### src/rtl/core/zbd_pkg.sv
// Package for the z-buffer depth test with label update.
// Holds the payload, command and status structs and the shared codes.
// No dependencies.
package zbd_pkg;

   localparam int MAX_WIDTH_DEF     = 256;
   localparam int MAX_HEIGHT_DEF    = 256;
   localparam int MAX_TRIANGLES_DEF = 32768;
   localparam int QUEUE_DEPTH       = 2;

   localparam logic [31:0] NO_VISIBLE_DEPTH = 32'hFFFF_FFFF;
   localparam logic [15:0] NO_LABEL         = 16'hFFFF;
   localparam logic [8:0]  IMAGE_SIZE_RESET = 9'd256;

   localparam logic [1:0] FUNC_UPDATE    = 2'd0;
   localparam logic [1:0] FUNC_READ_PIX  = 2'd1;
   localparam logic [1:0] FUNC_READ_FLAG = 2'd2;

   localparam logic [2:0] ST_FIRST    = 3'd0;
   localparam logic [2:0] ST_REPLACED = 3'd1;
   localparam logic [2:0] ST_REJECTED = 3'd2;
   localparam logic [2:0] ST_OUTSIDE  = 3'd3;
   localparam logic [2:0] ST_READ     = 3'd4;

   localparam logic [2:0] OP_UPDATE    = 3'd0;
   localparam logic [2:0] OP_READ_PIX  = 3'd1;
   localparam logic [2:0] OP_READ_FLAG = 3'd2;
   localparam logic [2:0] OP_OUTSIDE   = 3'd3;
   localparam logic [2:0] OP_NOP       = 3'd4;

   localparam logic [1:0] CSR_LABEL_ENABLE = 2'd0;
   localparam logic [1:0] CSR_IMAGE_WIDTH  = 2'd1;
   localparam logic [1:0] CSR_IMAGE_HEIGHT = 2'd2;

   typedef struct packed {
      logic [1:0]         func;
      logic signed [15:0] pixel_x;
      logic signed [15:0] pixel_y;
      logic signed [31:0] depth_value;
      logic [14:0]        triangle_index;
   } req_type;

   typedef struct packed {
      logic [2:0]         status;
      logic signed [31:0] old_depth;
      logic [15:0]        old_label;
      logic               tri_visible;
   } rsp_type;

   typedef struct packed {
      logic       label_enable;
      logic [8:0] image_width;
      logic [8:0] image_height;
   } cfg_type;

   typedef struct packed {
      logic [2:0]         op;
      logic               tri_ok;
      logic [15:0]        x;
      logic [15:0]        y;
      logic signed [31:0] depth;
      logic [14:0]        tri_id;
   } cmd_type;

   typedef struct packed {
      logic full;
      logic empty;
   } q_stat_type;

   typedef struct packed {
      logic clearing;
   } back_stat_type;

endpackage

### src/rtl/core/zbd_front.sv
// Front end: classifies each input beat into a command for the back end.
// Applies the inside test and the triangle range check. Depends on zbd_pkg.
module zbd_front #(
   parameter int MAX_WIDTH     = zbd_pkg::MAX_WIDTH_DEF,
   parameter int MAX_HEIGHT    = zbd_pkg::MAX_HEIGHT_DEF,
   parameter int MAX_TRIANGLES = zbd_pkg::MAX_TRIANGLES_DEF
) (
   input  zbd_pkg::cfg_type cfg,
   input  zbd_pkg::req_type req,
   output zbd_pkg::cmd_type cmd
);
   import zbd_pkg::*;

   logic [15:0] ux;
   logic [15:0] uy;
   logic        in_frame;

   always_comb begin
      ux = req.pixel_x;
      uy = req.pixel_y;
      in_frame = !ux[15] && !uy[15]
                 && (ux < 16'(cfg.image_width)) && (ux < 16'(MAX_WIDTH))
                 && (uy < 16'(cfg.image_height)) && (uy < 16'(MAX_HEIGHT));
      cmd.x      = ux;
      cmd.y      = uy;
      cmd.depth  = req.depth_value;
      cmd.tri_id = req.triangle_index;
      cmd.tri_ok = 32'(req.triangle_index) < 32'(MAX_TRIANGLES);
      case (req.func)
         FUNC_UPDATE: begin
            cmd.op = in_frame ? OP_UPDATE : OP_OUTSIDE;
         end
         FUNC_READ_PIX: begin
            cmd.op = in_frame ? OP_READ_PIX : OP_OUTSIDE;
         end
         FUNC_READ_FLAG: begin
            cmd.op = OP_READ_FLAG;
         end
         default: begin
            cmd.op = OP_NOP;
         end
      endcase
   end

endmodule

### config.mk
export PLATFORM = sky130hd
export DESIGN_NAME = zbd_front
export DESIGN_NICKNAME = d
export VERILOG_FILES = /design/src/rtl/core/zbd_pkg.sv /design/src/rtl/core/zbd_front.sv
export SDC_FILE = /design/constraint.sdc
export NUM_CORES = 1
export LEC_CHECK = 0
export BUFFER_PORTS_ARGS = -buffer_cell sky130_fd_sc_hd__buf_2
export CAP_MARGIN = 20
export CORE_AREA = 4 4 69 71
export DETAILED_ROUTE_END_ITERATION = 16
export DIE_AREA = 0 0 73 75
export PLACE_DENSITY = 0.84
export SLEW_MARGIN = 20
export SYNTH_ARGS = -nofsm -noshare
export SYNTH_HDL_FRONTEND = slang
export SYNTH_SLANG_ARGS = --single-unit
### constraint.sdc
create_clock -name vclk -period 2.5
set_clock_uncertainty 0.15 [all_clocks]
set_input_delay 0.5 -clock vclk [all_inputs]
set_output_delay 0.5 -clock vclk [all_outputs]
set_load 0.02 [all_outputs]
### Yosys cells after proc, flatten, opt, wreduce, memory -nomap -nowiden

Cells that the tools add are included.

* add/subtract/negate cells: 0
* reductions and logical operators: 8
* mux-type cells: 3
* divide/modulo/power cells: 0
* shift-type cells: 0
* magnitude comparators: 4
* eq/ne operators: 2
* bitwise logic cells: 0
* multipliers: 0

Operators with widths (number)
* $lt 16x9->1: 2
* $lt 16x9->1 const B: 2
* $pmux 3 s3: 1
* $logic_and 1x1->1: 5
* $mux 2: 2
* $eq 2x1->1 const B: 1
* $eq 2x2->1 const B: 1
* $logic_not 1->1: 2
* $logic_not 2->1: 1

* memory bits (writable): 0
* ROM bits: 0
* bits of input ports: 100
* latch bits: 0
* word-level logic and storage cells: 17
* memories kept: 0
* register bits: 0

### Depth between registers and ports, before layout

Gate-level depths: netlist of the first run.

* depth after elaboration: 8
* gate-level depth with buffers: 7
* depth with buffers taken out: 7

### Worst setup path before layout of the first run

OpenSTA, ideal clock, no wires.

* path kind: input port to output port
* from: input req[78] (netlist bit)
* to: output cmd[80] (netlist bit)
* stages on the path: 5
* setup slack: 0.140 ns
* arrival: 1.710 ns
* path buffers: 0
* path through: or4_1 nor2_1 nand4_1 a311oi_2 a31oi_1

RTL lines
* start: declaration: RTL line zbd_front.sv:9 `input zbd_pkg::req_type req,`
* end: declaration: RTL line zbd_front.sv:10 `output zbd_pkg::cmd_type cmd`

==> flow_summary_export.csv, run 1 <==
group,metric,value,unit
detailed_routing,ant_nets,0,
pwr,peakVddDrop,0.0000412,V
worst_hold_path,min_from,"req[14]",
synthesis,netlist.area_leader.share,54.5,%
timing,hold_violations,0,
grt,grt_overflow,0,
pwr,power,0.216,mW
grt,track_usage,7.95,%
grt,antenna_found_initial,0,
finish,nFlopsAndLatches,0,
setup_path,cp.required,1.85,ns
setup_path,crit_arrival,1.92,ns
worst_hold_path,whs_endpoint,"cmd[14]",
detailed_routing,post-route-drc-count,0,
placed_design,gp_congestion,0.603,
timing,finalCritPeriodShare,103,%
setup_path,crit_chain,"buf_6, or4_4, nor2_4, nand4_1, a311oi_2, a31oi_1, buf_2",
grt,grt_max_degree,4,
timing,setup_violations,2,
grt,first_global_vias,786,
setup_path,cp_slowest_cell,"or4_4",
setup_path,path_delay_family,"simple AND/OR/NAND/NOR gates",
placed_design,dpl.hpwl,2.32,mm
finish,final-seq-area,0,sq um
floorplan,die_area,0.00548,sq mm
setup_path,cp.buffers_inverters,2,
floorplan,fp.dieW,73,um
pwr,power.density,179,mW/mm^2
floorplan,boundaryPins,183,
detailed_routing,finalWirelength,2.68,mm
setup_path,crit_path_start_kind,"input port",
setup_path,end_kind,"output pin",
detailed_routing,drt_first_pass_iters,3,
synthesis,synthCells,145,
detailed_routing,wl_per_cell,12.9,um
synthesis,synth_nets,261,
timing,layout_setup_ws,-0.0703,ns
synthesis,synth-compound-area-share,11.6,%
floorplan,core.rowCount,24,
detailed_routing,drt_iter0_drc,11,
setup_path,crit_fanout,2,
timing,period_needed,2.57,ns
run_status,status,"complete, but fails checks",
synthesis,yosys.area_share.simple,8.86,%
floorplan,die_h,75,um
synthesis,yosysTopAreaCell,"buf_4",
cts,cts_setup_buffers,0,
synthesis,synthXorXnorAreaFrac,0,%
synthesis,synth_area,0.00110,sq mm
placed_design,numPortBuffers,87,
synthesis,synth.area.top_cells,"buf_4 (55%), ha_1 (18%), inv_1 (6.5%)",
synthesis,synth_cell_types,25,
run,drv_cap,0,
synthesis,synth_top_family_by_area,"buffers and inverters",
synthesis,avgSynthCellArea,7.59,sq um
setup_path,crit_type,"in2out",
synthesis,seq_area_frac_synth,0,%
finish,drive_gt1_share,71.8,%
timing,rsz0062_at_grt,"yes",
synthesis,synth.most_common_cell,"buf_4",
timing,hold_slack,0.850,ns
synthesis,synthMuxAreaShare,0,%
finish,fillers,461,
detailed_routing,vias_per_cell,4.30,
synthesis,synth.cells.most_frequent,"buf_4 (80), inv_1 (19), ha_1 (16)",
finish,nets,274,
timing,fmax,389,MHz
worst_hold_path,worst_hold_path.num_cells,0,
grt,grt_pass1_wl,3.51,mm
finish,antenna_cells,0,
finish,syn_to_final_growth,9.09,%
detailed_routing,num_vias,895,
pwr,p_leak,0.663,nW
timing,drv_slew,0,
finish,multi_input_area,538,sq um
synthesis,synthAdderAreaFrac,18.2,%
floorplan,initial_core_util,26.0,%
setup_path,slowest_delay,0.54,ns
synthesis,yosys_warnings,0,
floorplan,core_area,0.00423,sq mm
run_status,violations,"negative setup slack",
worst_hold_path,holdCritPathClass,"in2out",
finish,clock_buffers,0,
setup_path,cp.depth,7,
==> placed cells by master (no fill, tap or decap), drive strengths merged, types with 2 or more instances in the layout <==
| cell | netlist | routed |
|---|---|---|
| a31oi | 3 | 3 |
| buf | 80 | 91 |
| ha | 16 | 16 |
| inv | 19 | 19 |
| nand4 | 2 | 2 |
| nor2 | 2 | 2 |
| nor3 | 3 | 3 |
| o2111ai | 2 | 2 |
| o211ai | 2 | 2 |
| o21a | 2 | 2 |
| or4 | 2 | 2 |
==> per-layer routing <==
layer  global-route usage [%]  vias up  part of all wire, %
li1                         -      422                    -
met1                     8.10      385                   31
met2                     15.2       68                   49
met3                     1.47       20                   14
met4                     4.30        0                  4.9
met5                        0        -                    0
==> cells by family after synthesis <==
family	count (synthesis)
other cells	1
buf+inv	99
simple gates	13
fa+ha+maj	16
compound gates	16
==> timing repair <==
action,CTS,global route
gates resized for setup,30,5
endpoints found under the setup margin,2,2
hold buffers,0,0
gates cloned,0,0
pin swaps,16,5
hold endpoints to repair,0,0
==> metrics by stage <==
step | util, % | instances | TNS (ns) | worst slack (ns) | instance area, sq um
2_1_floorplan | - | 145 | 0 | 0.140 | 1100
3_3_place_gp | 24.5 | 209 | -0.268 | -0.134 | 1040
3_5_place_dp | 24.5 | 209 | -0.329 | -0.172 | 1040
4_1_cts | 27.7 | 208 | -0.0559 | -0.0359 | 1170
5_1_grt | 28.4 | 208 | -0.318 | -0.171 | 1200
6_report | 28.4 | 208 | -0.136 | -0.0703 | 1200
==> area by class of cell <==
class                      count  share of cell area, %
multi-input combinational     46                   44.8
timing repair buffer          91                   43.6
inverter                      19                   6.15
tap                           52                   5.42
==> power by group <==
group | internal (mW) | switching (mW)
logic | 0.102 | 0.113
clock network | 0 | 0
registers | 0 | 0
total | 0.102 | 0.113
==> worst max-delay path by stage <==
stage | from | end | slack [ns]
floorplan | req[78] | cmd[80] | 0.14
global placement | cfg[1] | cmd[81] | -0.13
detailed placement | cfg[1] | cmd[81] | -0.17
CTS | cfg[2] | cmd[81] | -0.04
global route | req[76] | cmd[80] | -0.17
finish | req[76] | cmd[80] | -0.07
(Power assumes the default switching activity.)
==> run 2: changes to the inputs <==
==> config.mk (replaced) <==
export PLATFORM = sky130hd
export DESIGN_NAME = zbd_front
export DESIGN_NICKNAME = d
export VERILOG_FILES = /design/src/rtl/core/zbd_pkg.sv /design/src/rtl/core/zbd_front.sv
export SDC_FILE = /design/constraint.sdc
export NUM_CORES = 1
export LEC_CHECK = 0
export ABC_CLOCK_PERIOD_IN_PS = 2500
export BUFFER_PORTS_ARGS = -buffer_cell sky130_fd_sc_hd__clkbuf_2
export CAP_MARGIN = 20
export CELL_PAD_IN_SITES_DETAIL_PLACEMENT = 2
export CELL_PAD_IN_SITES_GLOBAL_PLACEMENT = 2
export CORE_MARGIN = 4
export CORE_UTILIZATION = 11
export DETAILED_ROUTE_END_ITERATION = 16
export PLACE_DENSITY = 0.87
export SLEW_MARGIN = 20
export SYNTH_ARGS = -nofsm -noshare
export SYNTH_HDL_FRONTEND = slang
export SYNTH_SLANG_ARGS = --single-unit
==> run 2 against run 1 <==
  * The flow still finishes with violations (negative setup slack)
  * Final cell count increased by 40%
  * Core utilization decreased by 16 points
  * Power decreased by 1.7%
  * Hold slack barely moved
  * Flip-flop and latch count unchanged
  * Via count rose by 2.3%
  * Sequential share of layout area did not move
  * Die area grew 110%
  * First-iteration DRC count is 36% higher
  * Critical path depth is the same
  * Critical endpoint is now cmd[81]
==> flow_summary_export.csv, run 2 (synthesized netlist as in run 1, its figures left out) <==
group,metric,value,unit
run_status,status,"complete, but fails checks",
run_status,violations,"negative setup slack",
run,drv_cap,0,
finish,fin_area,0.00122,sq mm
placed_design,gp_congestion,0.549,
timing,finalCritPeriodShare,105,%
setup_path,cp.required,1.85,ns
placed_design,post-place-cells,292,
pwr,power,0.212,mW
floorplan,initial_core_util,11.3,%
worst_hold_path,worst_hold_path.num_cells,0,
detailed_routing,num_vias,916,
finish,clock_buffers,0,
floorplan,die_area,0.0117,sq mm
detailed_routing,finalWirelength,3.43,mm
grt,grt_overflow,0,
pwr,p_leak,0.684,nW
finish,nFlopsAndLatches,0,
finish,nets,277,
finish,final-instance-count-excl-fill,292,
grt,track_usage,5.11,%
floorplan,core_area,0.00977,sq mm
pwr,power_frac_comb,100.0,%
worst_hold_path,whs_endpoint,"cmd[15]",
grt,first_global_vias,996,
timing,rsz0062_at_grt,"yes",
setup_path,end_kind,"output pin",
pwr,pwr-share-clk,0,%
setup_path,crit_path_start_kind,"input port",
floorplan,fp.dieW,108,um
detailed_routing,vias_per_cell,3.14,
finish,antenna_cells,0,
timing,hold_violations,0,
detailed_routing,drt_first_pass_iters,2,
grt,grt_max_degree,4,
worst_hold_path,holdCritPathClass,"in2out",
detailed_routing,post-route-drc-count,0,
placed_design,dpl_cell_area,0.00115,sq mm
finish,drive_gt1_share,67.3,%
timing,period_needed,2.62,ns
timing,fmax,381,MHz
pwr,switchingPower,0.116,mW
cts,cts_setup_buffers,0,
pwr,intPower,0.0954,mW
finish,layout_common_cells,"clkbuf_2 (83), inv_1 (18), ha_1 (15)",
grt,grt_pass1_wl,4.81,mm
timing,hold_slack,0.850,ns
pwr,switching_share,54.9,%
pwr,seqPwrFrac,0,%
placed_design,numPortBuffers,87,
setup_path,crit_arrival,1.97,ns
finish,final-seq-area,0,sq um
detailed_routing,drt_iter0_drc,15,
setup_path,crit_type,"in2out",
placed_design,dpl.hpwl,3.31,mm
detailed_routing,wl_per_cell,11.8,um
finish,syn_to_final_growth,11.2,%
finish,mostFrequentLayoutCell,"clkbuf_2",
worst_hold_path,min_from,"req[15]",
floorplan,die_h,108,um
floorplan,boundaryPins,183,
floorplan,core.rowCount,36,
setup_path,crit_fanout,2,
detailed_routing,ant_nets,0,
finish,multi_input_area,482,sq um
grt,antenna_found_initial,0,
finish,fillers,1179,
timing,drv_slew,0,
timing,setup_violations,2,
timing,layout_setup_ws,-0.122,ns
pwr,peakVddDrop,0.0000299,V
pwr,power.density,173,mW/mm^2
[run 2: layer usage]
layer  up-vias  global-route usage [%]  wire (um)  share of wire (%)
met5         -                       0          0                  0
met1       422                    4.96       1100                 32
met3         2                    1.25        401                 12
li1        433                       -          -                  -
met4         0                   0.451          5               0.15
met2        59                    11.0       1930                 56
[run 2: area by class of cell]
class                      count  area share (%)
inverter                      19            5.82
multi-input combinational     46            39.3
tap                          133            13.6
timing repair buffer          94            41.3
[run 2: what timing repair did]
item | in CTS | in global routing
endpoints found under the setup margin | 2 | 2
pin swaps | 4 | 8
resized for setup | 8 | 7
hold buffers | 0 | 0
[run 2: metrics by stage]
| step | util (%) | setup TNS, ns | worst slack (ns) |
|---|---|---|---|
| floorplan | - | 0 | 0.140 |
| global placement | 11.8 | -0.438 | -0.219 |
| detailed placement | 11.8 | -0.479 | -0.241 |
| CTS | 12.3 | -0.333 | -0.173 |
| global route | 12.5 | -0.477 | -0.239 |
| finish | 12.5 | -0.238 | -0.122 |
[run 2: power groups by stage]
stage               Sequential (mW)  Combinational, mW  Clock, mW
floorplan                         0              0.239          0
global placement                  0              0.193          0
detailed placement                0              0.201          0
CTS                               0              0.214          0
global route                      0              0.237          0
finish                            0              0.212          0
[run 2: worst max-delay path, stage by stage]
cell and delay [ns]:
buf_6 0.09, or4_4 0.53, nor2_2 0.11, nand4_1 0.12
a311oi_2 0.33, a31oi_1 0.12, buf_4 0.17
[run 2: worst max path at each step]
stage	startpoint	endpoint	slack, ns	cells after the start
after floorplan	req[78]	cmd[80]	0.14	5
after global placement	cfg[1]	cmd[81]	-0.22	9
after detailed placement	cfg[1]	cmd[81]	-0.24	9
after CTS	req[48]	cmd[81]	-0.17	8
after global routing	req[77]	cmd[81]	-0.24	7
final	req[77]	cmd[81]	-0.12	7
