File: src/rtl/core/zbd_pkg.sv
// Package for the z-buffer depth test with label update.
// Holds the payload, command and status structs and the shared codes.
// No dependencies.
package zbd_pkg;

   localparam int MAX_WIDTH_DEF     = 256;
   localparam int MAX_HEIGHT_DEF    = 256;
   localparam int MAX_TRIANGLES_DEF = 32768;
   localparam int QUEUE_DEPTH       = 2;

   localparam logic [31:0] NO_VISIBLE_DEPTH = 32'hFFFF_FFFF;
   localparam logic [15:0] NO_LABEL         = 16'hFFFF;
   localparam logic [8:0]  IMAGE_SIZE_RESET = 9'd256;

   localparam logic [1:0] FUNC_UPDATE    = 2'd0;
   localparam logic [1:0] FUNC_READ_PIX  = 2'd1;
   localparam logic [1:0] FUNC_READ_FLAG = 2'd2;

   localparam logic [2:0] ST_FIRST    = 3'd0;
   localparam logic [2:0] ST_REPLACED = 3'd1;
   localparam logic [2:0] ST_REJECTED = 3'd2;
   localparam logic [2:0] ST_OUTSIDE  = 3'd3;
   localparam logic [2:0] ST_READ     = 3'd4;

   localparam logic [2:0] OP_UPDATE    = 3'd0;
   localparam logic [2:0] OP_READ_PIX  = 3'd1;
   localparam logic [2:0] OP_READ_FLAG = 3'd2;
   localparam logic [2:0] OP_OUTSIDE   = 3'd3;
   localparam logic [2:0] OP_NOP       = 3'd4;

   localparam logic [1:0] CSR_LABEL_ENABLE = 2'd0;
   localparam logic [1:0] CSR_IMAGE_WIDTH  = 2'd1;
   localparam logic [1:0] CSR_IMAGE_HEIGHT = 2'd2;

   typedef struct packed {
      logic [1:0]         func;
      logic signed [15:0] pixel_x;
      logic signed [15:0] pixel_y;
      logic signed [31:0] depth_value;
      logic [14:0]        triangle_index;
   } req_type;

   typedef struct packed {
      logic [2:0]         status;
      logic signed [31:0] old_depth;
      logic [15:0]        old_label;
      logic               tri_visible;
   } rsp_type;

   typedef struct packed {
      logic       label_enable;
      logic [8:0] image_width;
      logic [8:0] image_height;
   } cfg_type;

   typedef struct packed {
      logic [2:0]         op;
      logic               tri_ok;
      logic [15:0]        x;
      logic [15:0]        y;
      logic signed [31:0] depth;
      logic [14:0]        tri_id;
   } cmd_type;

   typedef struct packed {
      logic full;
      logic empty;
   } q_stat_type;

   typedef struct packed {
      logic clearing;
   } back_stat_type;

endpackage

File: src/rtl/core/zbd_queue.sv
// Short command queue between the front and back ends.
// First-word-fall-through; depends on zbd_pkg for the command struct.
module zbd_queue #(
   parameter int DEPTH = zbd_pkg::QUEUE_DEPTH
) (
   input  logic                 clock,
   input  logic                 reset,
   input  logic                 push,
   input  zbd_pkg::cmd_type     wr_data,
   input  logic                 pop,
   output zbd_pkg::cmd_type     rd_data,
   output zbd_pkg::q_stat_type  q_stat
);
   import zbd_pkg::*;

   localparam int PW = (DEPTH > 1) ? $clog2(DEPTH) : 1;
   localparam int CW = $clog2(DEPTH + 1);

   cmd_type       entry_ff [DEPTH];
   logic [PW-1:0] wr_ptr_ff, wr_ptr_in;
   logic [PW-1:0] rd_ptr_ff, rd_ptr_in;
   logic [CW-1:0] count_ff, count_in;
   logic          do_push;
   logic          do_pop;

   always_comb begin
      q_stat.full  = count_ff == CW'(DEPTH);
      q_stat.empty = count_ff == '0;
      do_push = push && !q_stat.full;
      do_pop  = pop && !q_stat.empty;
      rd_data = entry_ff[rd_ptr_ff];
      wr_ptr_in = wr_ptr_ff;
      rd_ptr_in = rd_ptr_ff;
      if (do_push) begin
         wr_ptr_in = (wr_ptr_ff == PW'(DEPTH - 1)) ? '0 : wr_ptr_ff + 1'b1;
      end
      if (do_pop) begin
         rd_ptr_in = (rd_ptr_ff == PW'(DEPTH - 1)) ? '0 : rd_ptr_ff + 1'b1;
      end
      case ({do_push, do_pop})
         2'b10:   count_in = count_ff + 1'b1;
         2'b01:   count_in = count_ff - 1'b1;
         default: count_in = count_ff;
      endcase
   end

   always_ff @(posedge clock) begin
      if (do_push) begin
         entry_ff[wr_ptr_ff] <= wr_data;
      end
   end

   always_ff @(posedge clock) begin
      if (reset) begin
         wr_ptr_ff <= '0;
         rd_ptr_ff <= '0;
         count_ff  <= '0;
      end else begin
         wr_ptr_ff <= wr_ptr_in;
         rd_ptr_ff <= rd_ptr_in;
         count_ff  <= count_in;
      end
   end

endmodule

File: config.mk
export PLATFORM = sky130hd
export DESIGN_NAME = zbd_queue
export DESIGN_NICKNAME = d
export VERILOG_FILES = /design/src/rtl/core/zbd_pkg.sv /design/src/rtl/core/zbd_queue.sv
export SDC_FILE = /design/constraint.sdc
export NUM_CORES = 1
export LEC_CHECK = 0
export ABC_AREA = 1
export BUFFER_PORTS_ARGS = -buffer_cell sky130_fd_sc_hd__buf_2
export CAP_MARGIN = 20
export CORE_MARGIN = 10
export CORE_UTILIZATION = 30
export CTS_CLUSTER_SIZE = 24
export DETAILED_ROUTE_END_ITERATION = 10
export HOLD_SLACK_MARGIN = 0.03
export PLACE_DENSITY = 0.5
export SKIP_CTS_REPAIR_TIMING = 1
export SYNTH_ARGS = -nofsm -noshare
export SYNTH_HDL_FRONTEND = slang
export SYNTH_SLANG_ARGS = --single-unit
File: constraint.sdc
create_clock -name clock -period 6.6 [get_ports clock]
set_input_delay 0.66 -clock clock [delete_from_list [all_inputs] [get_ports clock]]
set_output_delay 0.66 -clock clock [all_outputs]
set_load 0.01 [all_outputs]
* Word level (Yosys, flattened, before mapping)
Memory sizes are Yosys's and may differ from the RTL's. A register that Yosys moved wholly into a read port is not among the register bits. Cells that the tools add are included.
Word-level totals: register bits 4, RAM bits 166, input bits 87, output and inout port bits 85, word-level logic and storage cells 24, memories 1
Cells by class: add/subtract/negate cells 4, eq/ne operators 3, muxes and demuxes 7, reduce and logical (&&, ||, !) cells 6
Memories:
- entry_ff | words 2, width 83, read ports 1, clocked after Yosys merged registers in 1, wr ports 1, line zbd_queue.sv:19 | cmd_type entry_ff [DEPTH];
Operator list (count):
- 1-bit two-way mux | 6
- 2-bit == test, second input constant | 2
- 2-bit one-hot mux with 2 select lines | 1
- 1-bit adder, second input constant | 2
- 2-bit by 1-bit adder with 2-bit output, second input constant | 1
- 2-bit by 1-bit == test with 1-bit output, second input constant | 1
- 1-bit logical AND | 2
- 1-bit zero test | 2
- 2-bit zero test | 1
- 2-bit nonzero test | 1
- 2-bit by 1-bit subtractor with 2-bit output, second input constant | 1

* Depth between registers and ports, before layout
Gate-level depths: netlist (run 1).
depth in word-level cells 5, gate-level depth with buffers 10, depth with buffers taken out 10

* Worst setup path after synthesis (run 1)
Ideal clock, no wire load.
path kind input-to-reg, start input port push, end memory entry_ff[0][0] (netlist bit), enable pin, setup time 0.525 ns, arrival 4.372 ns, data required time 6.075 ns, setup slack 1.703 ns, stages on the path 4, path buffers 0, cells stage by stage inv_1 > nor2_1 > inv_1 > nor2_1
Between the ends: longest elaborated chain between the ends 3
Ends and longest elaborated chain:
- start: declaration | line zbd_queue.sv:8 | input logic push,
- 1-bit logical AND | line zbd_queue.sv:29 | do_push = push && !q_stat.full;
- 1-bit two-way mux | line zbd_queue.sv:48 | if (do_push) begin
- 1-bit two-way mux (implied by the code) | line zbd_queue.sv:49 | entry_ff[wr_ptr_ff] <= wr_data;
- end: declaration | line zbd_queue.sv:19
Every way passes these cells.

==> out/metrics.sh, run 1 <==
RUN_STATUS='complete, no violations'
SYNTH_FF_TYPE='sky130_fd_sc_hd__edfxtp_1'
DETAILED_PLACE.AREA_UM2=7700
INITIAL_UTILIZATION=0.304
CAP_VIOL_MAX_COUNT=0
MUXSHAREOFSYNTHAREA=0.182
P_LEAK_nW=3.18
CTS_INSERTED_BUFFERS=17
SYNTH.LARGEST_AREA_CELL='sky130_fd_sc_hd__edfxtp_1'
POWER_FRAC_CLOCK=0.304
GRT_USE_TOTAL=0.0941
WORSTREG2REGSTART='count_ff[0]'
DRT_FIRST_ITER_VIOLATIONS=144
TIMING_WORST_SLEW_PIN_VALUE_NS=0.857
GRT_START_MAX_NET_PINS=49
DIE_AREA_UM2=28300
MAPPEDNETLISTAREA_UM2=6580
COUNT_OF_PINS_ON_THE_BLOCK_BOUNDARY=172
HOLD_VIOLATIONS=0
MIN_PERIOD_OVER_PERIOD=0.492
P_SEQ_FRAC=0.496
GLOBAL_ROUTE.USAGE.MET1=0.100
GRT_REMAINING_OVERFLOW=0
WORSTHOLDENDPOINT='entry_ff[1][78]'
SW_FRAC_OF_TOTAL=0.255
FIN_CRIT_NS=3.25
YOSYS_WARNINGS=0
SYNTHTOLAYOUTAREAGROWTH_PCT=24.4
R2R_SETUP_SLK_NS=4.38
FIRSTDRTPASSITERS=4
FMAXACHIEVABLE_MHz=308
TOTAL_SWITCHING_POWER_mW=0.711
GRT_PASS1_WL_MM=20.5
SYNTH_COMPOUND_AREA_FRAC=0.00152
NUM_VIAS=3198
UNREPAIRED_SETUP_ENDPOINTS_AFTER_GLOBAL_ROUTING='false'
CRIT_PATH_START_KIND='register'
TIMING.HOLD.WORST_PATH_DEPTH=1
FINAL_ANTENNA_NET_COUNT=0
TRITONCTS='built'
FINALWIRELENGTH_MM=13.4
GRT-BUSIEST-LAYER='met2'
PLACE_CONGESTION=0.654
POST_LAYOUT_NONFILLER_INSTANCES=774
MAX-SLEW-MARGIN-REL=0.428
HOLD_PATH_CLASS='primary input to register'
SETUP_VIOL_COUNT_FINAL=0
SETUP_SLACK_NS=3.35
P_INT_mW=2.08
NUMBER_OF_INSTANCES_IN_THE_SYNTHESIZED_NETLIST=298
POWER.DENSITY_CELL_AREA_nW_PER_UM2=341
FILLCELLCOUNT=2023
SYN_NETS=386
SYNTH_COMMONEST_CELLS='sky130_fd_sc_hd__edfxtp_1 (166), sky130_fd_sc_hd__mux2_4 (70), sky130_fd_sc_hd__nor2_1 (14)'
AVGSYNTHCELLAREA_UM2=22.1
FINAL_MAX_SLEW_VIOL_COUNT=0
CP_MAX_FO=46
FINAL_CELL_AREA_UM2=8190
DOMINANT_COMBINATIONAL_CELL_FAMILY_BY_AREA_AFTER_SYNTHESIS='multiplexers'
CLOCK_ROOT_BUFFER='sky130_fd_sc_hd__clkbuf_16'
NUMPORTBUFFERS=171
FINAL_NETS=571
SYNTH_LARGEST_TYPE_AREA_FRACTION=0.757
REQUIRED_NS=5.94
FIN_SETUP_TNS_NS=0
WORST_R2R_ENDPOINT='entry_ff[0][58]'
TOP_CELLS_BY_AREA_IN_THE_SYNTHESIZED_NETLIST='sky130_fd_sc_hd__edfxtp_1 (76%), sky130_fd_sc_hd__mux2_4 (16%), sky130_fd_sc_hd__mux2_2 (2.2%)'
SETUP_CRIT_PATH_KIND='register to primary output'
GRT_UTIL_MET2=0.163
R2R.WORST_PATH.CELLS=5
WORST-ENDPOINT-ARRIVAL_NS=2.59
IR_WORST_VDD_V=0.000161
WIRE_PER_INST_UM=17.4
DETAIL_ROUTE.VIAS_PER_CELL=4.13
POSTSYNTH.ASYNCRESETSHARE=0
CLOCK_SKEW_NS=0.00797
DP_WORST_SETUP_SLACK_NS=3.70
SYNTH_SIMPLE_GATE_AREA_FRAC=0.0135
DP.FINAL_HPWL_MM=9.28
HTREE_NUM_LEVELS=4
DRC=0
YS_SEQ_ELEMENTS=171
POWER.COMBINATIONAL.FRACTION=0.201
SYNTH_SEQUENTIAL_AREA_RATIO=0.772
CTS_BUFFER_DEPTH=2
PLACEDCELLCOUNT=744
PATH_CLK_SLEW_NS=0.06
INITIAL_ANTENNA_VIOLATION_COUNT=2
DIE_H_UM=168
ROW_COUNT=54
SYNTH-EDFF-COUNT=166
DIE-WIDTH_UM=168
YOSYS.CELL_COUNT.TOP_TYPE='sky130_fd_sc_hd__edfxtp_1'
ENDPOINT_KIND='primary output'
MIN_FROM='wr_data[78]'
FRACTION_OF_LAYOUT_INSTANCES_USING_A_DRIVE_STRENGTH_ABOVE_1=0.575
SYNTH.DISTINCT_CELLS=14
FIRST_GLOBAL_VIAS=3650
CTS_NUM_SINKS=171
INSERTION_DELAY_NS=0.41
POST_SYNTH_ADDER_CELL_AREA=0.00190
GLOBALROUTEMET3UTIL=0.0438
PLACEABLECOREAREA_UM2=21700
POST_SYNTH_XOR_AREA_FRACTION=0
-- cells by family after synthesis --
kind of cell               Yosys count
DFF                                171
muxes                               83
and+or+nand+nor                     23
buffers and inverters               18
AOI/OAI and AO/OA                    2
adders and majority gates            1
-- final cells by class --
cell class / count / area [µm²] / share of cell area
Inverter: 9 / 36.3 / 0.00443
Timing Repair Buffer: 175 / 906 / 0.111
Antenna cell: 2 / 5.00 / 0.000611
Clock inverter: 10 / 56.3 / 0.00688
Tap cell: 280 / 350 / 0.0428
Multi-Input combinational cell: 109 / 1320 / 0.161
Sequential cell: 171 / 5090 / 0.621
Clock buffer: 18 / 429 / 0.0524
-- sequential cells by signal, indices dropped and copies added (netlist names), named ones only --
signal,cells
rd_ptr_ff,1
count_ff,2
entry_ff,166
wr_ptr_ff,1
-- metrics by stage --
step | power [mW] | hold WS (ns) | util
6_report | 2.79 | 0.437 | 0.378
5_1_grt | 2.94 | 0.404 | 0.377
4_1_cts | 2.85 | 0.409 | 0.377
3_5_place_dp | 1.99 | 0.488 | 0.355
3_3_place_gp | 1.97 | 0.486 | 0.354
2_1_floorplan | 1.80 | 0.467 | -
-- critical path: stages (launching register included) --
cell and delay (ns):
sky130_fd_sc_hd__dfxtp_4 0.78, sky130_fd_sc_hd__buf_4 0.78, sky130_fd_sc_hd__mux2_2 0.42, sky130_fd_sc_hd__buf_2 0.14
-- power groups by stage --
| stage | Combinational (mW) | Clock [mW] | Sequential (mW) |
|---|---|---|---|
| floorplan | 0.417 | 0 | 1.38 |
| global placement | 0.564 | 0 | 1.40 |
| detailed placement | 0.576 | 0 | 1.41 |
| CTS | 0.578 | 0.882 | 1.39 |
| global route | 0.609 | 0.933 | 1.40 |
| finish | 0.560 | 0.848 | 1.38 |
-- how the worst max path moves through the flow --
stage	from	end	slack, ns	depth (start not counted)
finish	register	rd_data[63]	3.35	3
detailed placement	register	rd_data[63]	3.70	3
CTS	register	rd_data[63]	3.26	3
floorplan	push	entry_ff[0][0]	1.70	4
global route	register	rd_data[63]	3.17	3
global placement	register	rd_data[63]	3.75	3
-- per-layer routing --
layer | wire (µm) | part of all wire
met4 | 120 | 0.0089
met5 | 0 | 0
met3 | 957 | 0.071
met2 | 6920 | 0.52
met1 | 5440 | 0.40
-- layout by cell type, fill, tap and decap left out, types with 2 or more instances in the layout --
cell type                    instances
sky130_fd_sc_hd__buf_2             171
sky130_fd_sc_hd__buf_4               3
sky130_fd_sc_hd__clkbuf_16          17
sky130_fd_sc_hd__clkinv_1            5
sky130_fd_sc_hd__clkinvlp_4          2
sky130_fd_sc_hd__dfxtp_1             4
sky130_fd_sc_hd__diode_2             2
sky130_fd_sc_hd__edfxtp_1          166
sky130_fd_sc_hd__inv_1               8
sky130_fd_sc_hd__mux2_2             13
sky130_fd_sc_hd__mux2_4             70
sky130_fd_sc_hd__nand2_1             8
sky130_fd_sc_hd__nor2_1             13
No activity file was read; power rests on OpenSTA's default activity.
==> run 2: changes to the inputs <==
==> constraint.sdc (replaced) <==
create_clock -name clock -period 3.11 [get_ports clock]
set_input_delay 0.311 -clock clock [delete_from_list [all_inputs] [get_ports clock]]
set_output_delay 0.311 -clock clock [all_outputs]
set_load 0.01 [all_outputs]
==> out/metrics.sh, run 2 (synthesis gave the netlist of run 1 again) <==
GRT_REMAINING_OVERFLOW=0
HOLDWS_NS=0.0712
DP.FINAL_HPWL_MM=8.86
ENDPOINT_KIND='primary output'
UNREPAIRED_SETUP_ENDPOINTS_AFTER_GLOBAL_ROUTING='false'
LARGEST_REGISTER='entry_ff'
FMAXACHIEVABLE_MHz=470
DIE_AREA_UM2=28300
FIRST_GLOBAL_VIAS=3701
CRITPATHSLOWESTCELL='sky130_fd_sc_hd__buf_4'
CRITICAL_PATH.MAX_STAGE_DELAY_NS=0.46
TIMING_WORST_SLEW_PIN_VALUE_NS=0.560
RUN_STATUS='complete, no violations'
CLOCK_ROOT_BUFFER='sky130_fd_sc_hd__clkbuf_16'
PLACEABLECOREAREA_UM2=21700
WORST-ENDPOINT-ARRIVAL_NS=1.81
MOST-COMMON-LAYOUT-CELLS='sky130_fd_sc_hd__buf_2 (171), sky130_fd_sc_hd__edfxtp_1 (166), sky130_fd_sc_hd__mux2_4 (70)'
DETAILED_PLACE.AREA_UM2=7710
INSERTION_DELAY_NS=0.42
GRT_START_MAX_NET_PINS=84
P_SEQ_FRAC=0.469
TRITONCTS='built'
IR_WORST_VDD_V=0.000347
POWER.DENSITY_CELL_AREA_nW_PER_UM2=742
PLACEDCELLCOUNT=744
DETAIL_ROUTE.VIAS_PER_CELL=4.16
LAYOUT_TOP_REGISTERS='entry_ff (166), count_ff (2)'
FINAL_CORE_UTIL=0.382
CTS_BUFFER_DEPTH=2
CRIT_PATH_START_KIND='register'
TOTAL_SWITCHING_POWER_mW=1.60
INITIAL_UTILIZATION=0.304
FINAL_MAX_SLEW_VIOL_COUNT=0
LARGEST_REGISTER_FF_COUNT=166
CP_MAX_FO=30
POWER.COMBINATIONAL.FRACTION=0.203
POST_LAYOUT_NONFILLER_INSTANCES=778
P_INT_mW=4.54
POWER_FRAC_CLOCK=0.329
PATH_CELLS='buf_4 -> mux2_2 -> buf_2'
MAX-SLEW-MARGIN-REL=0.627
NUM_VIAS=3239
DIE-WIDTH_UM=168
INITIAL_ANTENNA_VIOLATION_COUNT=2
FINAL_NETS=571
CLOCK_SKEW_NS=0.0106
FINAL_ANTENNA_NET_COUNT=0
REQUIRED_NS=2.80
SETUP_CRIT_PATH_KIND='register to primary output'
SW_FRAC_OF_TOTAL=0.261
DRC=0
CAP_VIOL_MAX_COUNT=0
SYNTHTOLAYOUTAREAGROWTH_PCT=25.8
FIN_CRIT_NS=2.13
ROW_COUNT=54
DIE_H_UM=168
WIRE_PER_INST_UM=17.2
PATH_CLK_SLEW_NS=0.07
GRT_USE_TOTAL=0.0944
HOLD_PATH_CLASS='primary input to register'
NUMPORTBUFFERS=171
LAYOUT.CELLS.MOST_COMMON='sky130_fd_sc_hd__buf_2'
SETUP_VIOL_COUNT_FINAL=0
CTS_NUM_SINKS=171
HTREE_NUM_LEVELS=4
HOLD_VIOLATIONS=0
FRACTION_OF_LAYOUT_INSTANCES_USING_A_DRIVE_STRENGTH_ABOVE_1=0.589
PLACE_CONGESTION=0.705
TOTALPOWERFINAL_mW=6.15
MIN_PERIOD_OVER_PERIOD=0.684
FINAL_CELL_AREA_UM2=8280
COUNT_OF_PINS_ON_THE_BLOCK_BOUNDARY=172
FIN_SETUP_TNS_NS=0
FIRSTDRTPASSITERS=4
FINALWIRELENGTH_MM=13.4
P_LEAK_nW=3.23
DP_WORST_SETUP_SLACK_NS=1.39
GRT_PASS1_WL_MM=20.5
DRT_FIRST_ITER_VIOLATIONS=136
SETUP_SLACK_NS=0.984
CTS_INSERTED_BUFFERS=17
-- run 2: final cells by class --
class	instances	area [µm²]
Sequential cell	171	5090
Tap cell	280	350
Multi-Input combinational cell	109	1320
Fill cell	2042	13400
Antenna cell	2	5.00
Inverter	9	35.0
Clock inverter	15	138
Timing Repair Buffer	175	923
Clock buffer	17	425
-- run 2: per-layer routing --
metal  GRT usage  share of wire  vias up
met5           0              0        -
met4      0.0284         0.0079        0
met3      0.0494          0.085        6
met2       0.163           0.52      105
met1      0.0969           0.39     1604
li1            -              -     1524
-- run 2: critical path: cells and delay by family (launching register included) --
kind / cells / cell delay [ns]
buffers and inverters: 2 / 0.61
flip-flops: 1 / 0.36
multiplexers: 1 / 0.41
-- run 2: final timing paths --
| check | from | endpoint | slack (ns) | depth (start not counted) |
|---|---|---|---|---|
| min | wr_data[66] | entry_ff[1][66] | 0.07 | 1 |
| min reg2reg | rd_ptr_ff | rd_ptr_ff | 0.51 | 2 |
| max reg2reg | count_ff[0] | entry_ff[0][56] | 1.36 | 5 |
| max | register | rd_data[75] | 0.98 | 3 |
-- run 2: power by group through the flow --
stage                     sequential, mW  clock, mW  combinational [mW]
after floorplan                     2.92          0               0.889
after global placement              2.92          0                1.27
after detailed placement            2.93          0                1.29
after CTS                           2.88       2.10                1.29
after global routing                2.90       2.20                1.36
final                               2.88       2.02                1.25
